[config.mk]
export PLATFORM = sky130hd
export DESIGN_NAME = coap_option_parser_flat
export DESIGN_NICKNAME = d
export VERILOG_FILES = /design/src/cop_pkg.sv /design/src/cop_in_if.sv /design/src/cop_out_if.sv /design/src/cop_step.sv /design/src/coap_option_parser.sv /design/src/flat_wrapper.sv
export SDC_FILE = /design/constraint.sdc
export NUM_CORES = 1
export LEC_CHECK = 0
export ABC_AREA = 1
export BUFFER_PORTS_ARGS = -buffer_cell sky130_fd_sc_hd__buf_2
export CAP_MARGIN = 5
export CORE_MARGIN = 2
export CORE_UTILIZATION = 37
export DETAILED_ROUTE_END_ITERATION = 10
export PLACE_DENSITY = 0.53
export SLEW_MARGIN = 5
export SYNTH_ARGS = -nofsm -noshare
export SYNTH_HDL_FRONTEND = slang
export SYNTH_SLANG_ARGS = --single-unit
[constraint.sdc]
create_clock -name clk -period 5.3 [get_ports clk]
set_clock_uncertainty 0.1 [all_clocks]
set_input_delay 1.06 -clock clk [delete_from_list [all_inputs] [get_ports clk]]
set_output_delay 1.06 -clock clk [all_outputs]
set_load 0.1 [all_outputs]
[src/cop_pkg.sv]
// shared types and constants for the coap option parser
`default_nettype none

package cop_pkg;

  localparam int unsigned ValW = 17;

  localparam logic [7:0]      PayloadMarker = 8'hFF;
  localparam logic [3:0]      NibReserved   = 4'd15;
  localparam logic [3:0]      NibExt16      = 4'd14;
  localparam logic [3:0]      NibExt8       = 4'd13;
  localparam logic [ValW-1:0] Ext8Base      = 17'd13;
  localparam logic [ValW-1:0] Ext16Base     = 17'd269;

  typedef enum logic [2:0] {
    PH_STOP = 3'd0,
    PH_HDR  = 3'd1,
    PH_DHI  = 3'd2,
    PH_DLO  = 3'd3,
    PH_LHI  = 3'd4,
    PH_LLO  = 3'd5,
    PH_VAL  = 3'd6
  } phase_t;

  typedef enum logic [1:0] {
    KIND_HEADER = 2'd0,
    KIND_VALUE  = 2'd1,
    KIND_STOP   = 2'd2
  } kind_t;

  typedef enum logic [2:0] {
    ST_OK         = 3'd0,
    ST_PAYLOAD    = 3'd1,
    ST_RSV_DELTA  = 3'd2,
    ST_RSV_LENGTH = 3'd3,
    ST_TRUNC_HDR  = 3'd4,
    ST_TRUNC_VAL  = 3'd5
  } status_t;

  typedef struct packed {
    phase_t          phase;
    logic [ValW-1:0] delta_acc;
    logic [ValW-1:0] length_acc;
    logic [3:0]      length_nibble;
    logic [ValW-1:0] value_left;
    logic [2:0]      header_count;
  } state_t;

  typedef struct packed {
    kind_t           kind;
    logic [ValW-1:0] option_delta;
    logic [ValW-1:0] option_length;
    logic [ValW-1:0] option_size;
    logic [7:0]      value_byte;
    logic            value_last;
    status_t         status;
  } res_t;

endpackage

`default_nettype wire

[src/cop_in_if.sv]
// input channel: one option list byte per transfer
`default_nettype none

interface cop_in_if;
  logic       valid;
  logic       ready;
  logic [7:0] data_byte;
  logic       end_of_buffer;
  logic       restart;

  modport source(output valid, output data_byte, output end_of_buffer, output restart,
                 input ready);
  modport sink(input valid, input data_byte, input end_of_buffer, input restart,
               output ready);
endinterface

`default_nettype wire

[src/cop_out_if.sv]
// result channel: header, value byte or stop report per transfer
`default_nettype none

interface cop_out_if;
  logic        valid;
  logic        ready;
  logic [1:0]  kind;
  logic [16:0] option_delta;
  logic [16:0] option_length;
  logic [16:0] option_size;
  logic [7:0]  value_byte;
  logic        value_last;
  logic [2:0]  status;

  modport source(output valid, output kind, output option_delta, output option_length,
                 output option_size, output value_byte, output value_last,
                 output status, input ready);
  modport sink(input valid, input kind, input option_delta, input option_length,
               input option_size, input value_byte, input value_last, input status,
               output ready);
endinterface

`default_nettype wire

[src/cop_step.sv]
// per-byte parser step: next state and optional result
`default_nettype none

module cop_step import cop_pkg::*; (
  input  state_t     st,
  input  logic [7:0] data_byte,
  input  logic       eob,
  input  logic       restart,
  output state_t     st_next,
  output logic       res_valid,
  output res_t       res
);

  phase_t         ph;
  logic           go_after_delta;
  logic           go_header_done;
  logic           go_need_more;
  logic [3:0]     dn;
  logic           last;

  assign ph   = restart ? PH_HDR : st.phase;
  assign dn   = data_byte[7:4];
  assign last = (st.value_left <= 17'd1);

  always_comb begin
    st_next        = st;
    st_next.phase  = ph;
    res_valid      = 1'b0;
    res            = '0;
    res.kind       = KIND_HEADER;
    res.status     = ST_OK;
    go_after_delta = 1'b0;
    go_header_done = 1'b0;
    go_need_more   = 1'b0;

    unique case (ph)
      PH_HDR: begin
        st_next.header_count  = 3'd1;
        st_next.length_nibble = data_byte[3:0];
        if (data_byte == PayloadMarker) begin
          st_next.phase = PH_STOP;
          res_valid     = 1'b1;
          res.kind      = KIND_STOP;
          res.status    = ST_PAYLOAD;
        end else if (dn == NibReserved) begin
          st_next.phase = PH_STOP;
          res_valid     = 1'b1;
          res.kind      = KIND_STOP;
          res.status    = ST_RSV_DELTA;
        end else if (dn == NibExt16) begin
          st_next.phase = PH_DHI;
          go_need_more  = 1'b1;
        end else if (dn == NibExt8) begin
          st_next.delta_acc = Ext8Base;
          st_next.phase     = PH_DLO;
          go_need_more      = 1'b1;
        end else begin
          st_next.delta_acc = {13'd0, dn};
          go_after_delta    = 1'b1;
        end
      end
      PH_DHI: begin
        st_next.header_count = st.header_count + 3'd1;
        st_next.delta_acc    = {1'b0, data_byte, 8'd0} + Ext16Base;
        st_next.phase        = PH_DLO;
        go_need_more         = 1'b1;
      end
      PH_DLO: begin
        st_next.header_count = st.header_count + 3'd1;
        st_next.delta_acc    = st.delta_acc + {9'd0, data_byte};
        go_after_delta       = 1'b1;
      end
      PH_LHI: begin
        st_next.header_count = st.header_count + 3'd1;
        st_next.length_acc   = {1'b0, data_byte, 8'd0} + Ext16Base;
        st_next.phase        = PH_LLO;
        go_need_more         = 1'b1;
      end
      PH_LLO: begin
        st_next.header_count = st.header_count + 3'd1;
        st_next.length_acc   = st.length_acc + {9'd0, data_byte};
        go_header_done       = 1'b1;
      end
      PH_VAL: begin
        if (!last && eob) begin
          st_next.phase = PH_STOP;
          res_valid     = 1'b1;
          res.kind      = KIND_STOP;
          res.status    = ST_TRUNC_VAL;
        end else begin
          st_next.value_left = last ? '0 : st.value_left - 17'd1;
          res_valid          = 1'b1;
          res.kind           = KIND_VALUE;
          res.option_delta   = st.delta_acc;
          res.option_length  = st.length_acc;
          res.value_byte     = data_byte;
          res.value_last     = last;
          if (last) begin
            st_next.phase = eob ? PH_STOP : PH_HDR;
          end
        end
      end
      default: begin
        st_next.phase = PH_STOP;
      end
    endcase

    // length nibble decode once the delta is known
    if (go_after_delta) begin
      if (st_next.length_nibble == NibReserved) begin
        st_next.phase = PH_STOP;
        res_valid     = 1'b1;
        res.kind      = KIND_STOP;
        res.status    = ST_RSV_LENGTH;
      end else if (st_next.length_nibble == NibExt16) begin
        st_next.phase = PH_LHI;
        go_need_more  = 1'b1;
      end else if (st_next.length_nibble == NibExt8) begin
        st_next.length_acc = Ext8Base;
        st_next.phase      = PH_LLO;
        go_need_more       = 1'b1;
      end else begin
        st_next.length_acc = {13'd0, st_next.length_nibble};
        go_header_done     = 1'b1;
      end
    end

    // header complete: report it unless its value is cut off
    if (go_header_done) begin
      if (st_next.length_acc != '0 && eob) begin
        st_next.phase = PH_STOP;
        res_valid     = 1'b1;
        res.kind      = KIND_STOP;
        res.status    = ST_TRUNC_VAL;
      end else begin
        res_valid         = 1'b1;
        res.kind          = KIND_HEADER;
        res.option_delta  = st_next.delta_acc;
        res.option_length = st_next.length_acc;
        res.option_size   = {14'd0, st_next.header_count} + st_next.length_acc;
        if (st_next.length_acc == '0) begin
          st_next.phase = eob ? PH_STOP : PH_HDR;
        end else begin
          st_next.value_left = st_next.length_acc;
          st_next.phase      = PH_VAL;
        end
      end
    end

    if (go_need_more && eob) begin
      st_next.phase = PH_STOP;
      res_valid     = 1'b1;
      res.kind      = KIND_STOP;
      res.status    = ST_TRUNC_HDR;
    end
  end

endmodule

`default_nettype wire

[src/coap_option_parser.sv]
// top level of the streaming coap option list parser
`default_nettype none

// Streaming CoAP option list parser. Option list bytes arrive one per transfer on
// the data channel; each byte is parsed for its delta and length nibbles and their
// 8-bit or 16-bit extensions (nibble 13 adds 13, nibble 14 adds 269). A completed
// header is reported with its decoded delta, length and total size (header bytes
// plus value length), each value byte is passed through with value_last on the
// final one, and a stop report carries the reason: payload marker 0xFF, reserved
// nibble 15, or a buffer that ends inside a header or value. After a stop, bytes
// are dropped silently until one arrives with restart set; restart is honored in
// any phase and abandons the option in progress. At most one result per byte;
// bytes that only advance the header produce none. The block takes one byte per
// cycle sustained while the result channel is not stalling: a byte is captured in an
// input register, the parser state is updated by a single pass through the step
// logic, and any result lands in an output register, which drives result valid.
// The input register drains into the step logic whenever the output register is
// empty or being taken, so back-pressure on the result channel stalls the data
// channel by at most that one stage.
module coap_option_parser import cop_pkg::*; (
  input  logic      clk,
  input  logic      rst,
  cop_in_if.sink    data,
  cop_out_if.source result
);

  // input register
  logic       s1_valid;
  logic [7:0] s1_byte;
  logic       s1_eob;
  logic       s1_restart;
  logic       s1_fire;

  // parser state
  state_t     st;
  state_t     st_next;

  // step result and output register
  logic       step_valid;
  res_t       step_res;
  logic       s2_valid;
  res_t       s2_res;

  // input register advances when the output side can take its result
  assign s1_fire    = s1_valid && (!s2_valid || result.ready);
  assign data.ready = !s1_valid || s1_fire;

  always_ff @(posedge clk) begin
    if (rst) begin
      s1_valid <= 1'b0;
    end else if (data.ready) begin
      s1_valid <= data.valid;
    end
  end

  always_ff @(posedge clk) begin
    if (data.valid && data.ready) begin
      s1_byte    <= data.data_byte;
      s1_eob     <= data.end_of_buffer;
      s1_restart <= data.restart;
    end
  end

  cop_step u_step (
    .st        (st),
    .data_byte (s1_byte),
    .eob       (s1_eob),
    .restart   (s1_restart),
    .st_next   (st_next),
    .res_valid (step_valid),
    .res       (step_res)
  );

  // state only moves when a byte goes through the step logic
  always_ff @(posedge clk) begin
    if (rst) begin
      st.phase         <= PH_STOP;
      st.delta_acc     <= '0;
      st.length_acc    <= '0;
      st.length_nibble <= '0;
      st.value_left    <= '0;
      st.header_count  <= '0;
    end else if (s1_fire) begin
      st <= st_next;
    end
  end

  always_ff @(posedge clk) begin
    if (rst) begin
      s2_valid <= 1'b0;
    end else if (s1_fire) begin
      s2_valid <= step_valid;
    end else if (result.ready) begin
      s2_valid <= 1'b0;
    end
  end

  always_ff @(posedge clk) begin
    if (s1_fire && step_valid) begin
      s2_res <= step_res;
    end
  end

  assign result.valid         = s2_valid;
  assign result.kind          = s2_res.kind;
  assign result.option_delta  = s2_res.option_delta;
  assign result.option_length = s2_res.option_length;
  assign result.option_size   = s2_res.option_size;
  assign result.value_byte    = s2_res.value_byte;
  assign result.value_last    = s2_res.value_last;
  assign result.status        = s2_res.status;

  // a stop report always carries a reason, other results never do
  a_stop_status: assert property (@(posedge clk) disable iff (rst)
    s2_valid |-> ((s2_res.kind == KIND_STOP) == (s2_res.status != ST_OK)))
    else $error("stop report and status disagree");

  // value_last only marks value bytes
  a_last_on_value: assert property (@(posedge clk) disable iff (rst)
    (s2_valid && s2_res.value_last) |-> (s2_res.kind == KIND_VALUE))
    else $error("value_last on a non-value result");

  // a new result appears only when a byte went through the step logic
  a_result_source: assert property (@(posedge clk) disable iff (rst)
    $rose(s2_valid) |-> $past(s1_fire))
    else $error("result without a parsed byte");

  // a stop report leaves the parser stopped
  a_stop_parks: assert property (@(posedge clk) disable iff (rst)
    (s1_fire && step_valid && step_res.kind == KIND_STOP) |=> (st.phase == PH_STOP))
    else $error("parser not stopped after stop report");

endmodule

`default_nettype wire
[src/flat_wrapper.sv]
// flat-port wrapper written by rule: the top's interface ports become plain ports
module coap_option_parser_flat import cop_pkg::*;
  (clk, rst, data_valid, data_data_byte, data_end_of_buffer, data_restart, data_ready, result_valid, result_kind, result_option_delta, result_option_length, result_option_size, result_value_byte, result_value_last, result_status, result_ready);
  cop_in_if data_i ();
  cop_out_if result_i ();
  input  logic clk;
  input  logic rst;
  input wire logic [$bits(data_i.valid)-1:0] data_valid;
  input wire logic [$bits(data_i.data_byte)-1:0] data_data_byte;
  input wire logic [$bits(data_i.end_of_buffer)-1:0] data_end_of_buffer;
  input wire logic [$bits(data_i.restart)-1:0] data_restart;
  output wire logic [$bits(data_i.ready)-1:0] data_ready;
  output wire logic [$bits(result_i.valid)-1:0] result_valid;
  output wire logic [$bits(result_i.kind)-1:0] result_kind;
  output wire logic [$bits(result_i.option_delta)-1:0] result_option_delta;
  output wire logic [$bits(result_i.option_length)-1:0] result_option_length;
  output wire logic [$bits(result_i.option_size)-1:0] result_option_size;
  output wire logic [$bits(result_i.value_byte)-1:0] result_value_byte;
  output wire logic [$bits(result_i.value_last)-1:0] result_value_last;
  output wire logic [$bits(result_i.status)-1:0] result_status;
  input wire logic [$bits(result_i.ready)-1:0] result_ready;
  assign data_i.valid = data_valid;
  assign data_i.data_byte = data_data_byte;
  assign data_i.end_of_buffer = data_end_of_buffer;
  assign data_i.restart = data_restart;
  assign data_ready = data_i.ready;
  assign result_valid = result_i.valid;
  assign result_kind = result_i.kind;
  assign result_option_delta = result_i.option_delta;
  assign result_option_length = result_i.option_length;
  assign result_option_size = result_i.option_size;
  assign result_value_byte = result_i.value_byte;
  assign result_value_last = result_i.value_last;
  assign result_status = result_i.status;
  assign result_i.ready = result_ready;
  coap_option_parser u_core (.clk(clk), .rst(rst), .data(data_i), .result(result_i));
endmodule
==> impl_results.md <==
- Multi-input gate area: roughly 4400 um^2
- Clk buf depth: 2
- Synth area leader: edfxtp_1
- Max-cap violations: 0
- Synth top area share: 25.7%
- Critical Path Max Stage Delay: 0.58 ns
- Clock sink total: 138
- Gpl congestion: ~0.92
- FF/Latch Area: 3510 um^2
- FF-to-FF End: u_core.result.option_size[14]
- Vias/cell: 5.21
- Drt drc: 0
- Antenna violations before repair: 0
- Slowest stage cell, crit path: dfxtp_1
- Mapped Area: a little under 9000 um^2
- Worst Path Arrival: between 4 and 5 ns
- Max_slew headroom: between 40% and 50%
- CP startpoint kind: register
- Worst-margin pin slew: 0.888 ns
- Initial DRC count: 689
- Post-Route WL: 28.5 mm
- Worst R2R Setup Slack: 1.04 ns
- Crit path max fanout: 18
- Hold depth: 2
- Number of synthesized flops with an enable pin: 75
- First-pass GRT wire length: roughly 45 mm
- Die area: about 25,000 um^2
- H-Tree Depth: 4
- Hold EP: u_core.st[18]
- Height of the die: 158 um
- Commonest non-fill, non-tap cells in the layout: nand2_1, inv_1, nor2_1
- Crit path kind: reg -> reg
- Status: finished, final reports clean
- Seq cells post-synth: approximately 140
- Met2 Use GR: 35.7%
- Post-synthesis sequential area ratio: 40.2%
- Synth unique cells: 50
- Cells after DPL: between 1,500 and 2,000
- HP Class: reg -> reg
- Area contributors post-synth: edfxtp_1, dfxtp_1, nand2_1
- PwrDens: 328 nW/um^2
- TritonCTS clock tree: yes
- Critical path, cell by cell: nor2_4, inv_2, nand2_4, o21ai_2, nand2_4, nand2_1, nand2_1, inv_1, ha_1, inv_1, fa_1, nor2_1, nor2_1, nor2_1, nand2_1, nor2_1, nand2_1, nor2_2, nand4_1, xnor2_1, nor2_1
- Most Crowded Layer GR: met2
- Syn avg cell area: 7.31 um^2
- Final setup TNS: 0 ns
- Die X-Extent: 158 um
- Max-slew violations: 0
- Crit. End Element: register
- Largest net degree at the start of global routing: 82
- Worst slack after detailed placement: 1.10 ns
- Post-synth ARST share: 0%
- # setup viols final: 0
- Post-synthesis net count: 1,236
- CTS root buffer: clkbuf_16
- Clock transition at path regs: 0.07 ns
- Max VDD drop: 187 uV
- Worst path required time: 5.38 ns
- Cts hold-fix bufs: 0
- Worst skew pair latency: 0.44 ns
- Met1 Use GR: about 35%
- I/O Buffers: 80
- Commonest non-fill, non-tap cell in the layout: nand2_1
- Area Growth Syn to Fin: 14.8%
- Post-CTS Setup Inserts: 0
- Warning count from the yosys run: 0
- Hold Fails Final Rpt: 0
- Worst path most repeated cell: nor2_1
- # fillers: 2,431
- Std-Cell Rows: 56
- R2R depth: 21
- Antenna cells: 0
- Vias in the first global route: 7,696
- CORE AREA: 23,300 um^2
- Routed Antenna Nets: 0
- TritonCTS Buffers: 17
- RR Startpoint: u_core.st[58]
- Total track usage: 23.7%
- Fmax: 235 MHz
- Post-CTS resize count: 0
- Hold Crit Start: u_core.st[18]
- I/O pin count: 81
- Layout cell share with drive strength beyond 1: 13.0%
- Fin crit period: 4.26 ns
- Final period utilization: 80.4%
- Nets@finish: about 1,300
- DR pass1 iterations: 5
- Via count: 8,321
- Final HPWL DP: around 20 mm
- Synth Instances: around 1,200
- Leakage: between 4 and 5 nW
- Setup slack after layout: between 1 and 1.5 ns
- GRT Residual Overflow: 0
- Fin cells: 1,598
- WL/cell: ~18 um
- Grt met3 use: 4.19%
- Top_reg_cell synth: edfxtp_1
- Starting Density: 37.5%
- Unrepaired setup endpoints after global routing: false
-- worst max-delay path, delay by kind of cell, from the launching register on --
kind	cells	cell delay, ns
simple gates	14	1.85
fa+ha+maj	2	0.59
flops	1	0.58
compound gates	1	0.45
buf+inv	3	0.26
xor+xnor	1	0.14
-- report_power, final --
group | total, mW | internal, mW | switching, mW
clock network | 1.32 | 0.827 | 0.494
registers | 1.25 | 1.19 | 0.0548
logic | 0.725 | 0.170 | 0.555
-- routing by layer --
metal	vias to the layer above	share of wire (%)
li1	4157	-
met1	3885	49
met2	255	44
met3	24	5.6
met4	0	1.5
met5	-	0
-- sequential cells by signal, indices dropped and copies added, names as in the netlist, 2 cells and up --
register / count
u_core.result.value_byte: 8
u_core.result.option_size: 17
u_core.result.option_delta: 17
u_core.s1_byte: 8
u_core.st: 61
u_core.result.status: 3
u_core.result.kind: 2
u_core.result.option_length: 17
-- synthesized netlist by cell type, drive strengths merged, types with 15 or more instances --
master,count
o22ai,24
o21ai,91
a21oi,95
edfxtp,75
ha,23
nand4,30
nand2,278
buf,16
dfxtp,63
inv,171
nor2,113
nor3,15
clkbuf,23
nand3,107
-- stage by stage --
step           hold slack (ns)  total power, mW  instance area (um^2)  utilization (%)
5_1_grt                  0.407             3.44                 10000             43.0
2_1_floorplan            0.358             1.82                  8750                -
3_3_place_gp             0.381             1.99                  9410             40.3
6_report                 0.399             3.29                 10000             43.0
3_5_place_dp             0.380             1.99                  9410             40.3
4_1_cts                  0.391             3.31                 10000             43.0
-- cell families after synthesis --
group	Yosys count	synth area share (%)
buffers and inverters	214	9.90
XOR/XNOR	17	1.70
flip-flops	138	40.2
AO/OA/AOI/OAI	243	15.4
AND/OR/NAND/NOR	558	28.9
adder cells (fa/ha/maj)	26	3.98
-- final cells by class --
type | instances | share of cell area (%)
Multi-Input combinational cell | 844 | 43.5
Sequential cell | 138 | 35.0
Inverter | 175 | 6.54
Timing Repair Buffer | 90 | 4.73
Clock buffer | 17 | 4.24
Tap cell | 319 | 3.97
Clock inverter | 15 | 2.03
-- how the worst max path moves through the flow --
stage	startpoint	slack [ns]	endpoint	depth (start not counted)
floorplan	u_core.s1_restart	1.64	u_core.result.kind[0]	13
global placement	u_core.st[58]	1.23	u_core.result.option_size[14]	21
detailed placement	u_core.st[58]	1.10	u_core.result.option_size[14]	21
CTS	u_core.st[58]	1.07	u_core.result.option_size[14]	21
global route	u_core.st[58]	0.64	u_core.result.option_size[14]	21
finish	u_core.st[58]	1.04	u_core.result.option_size[14]	21
(Power assumes the default switching activity.)
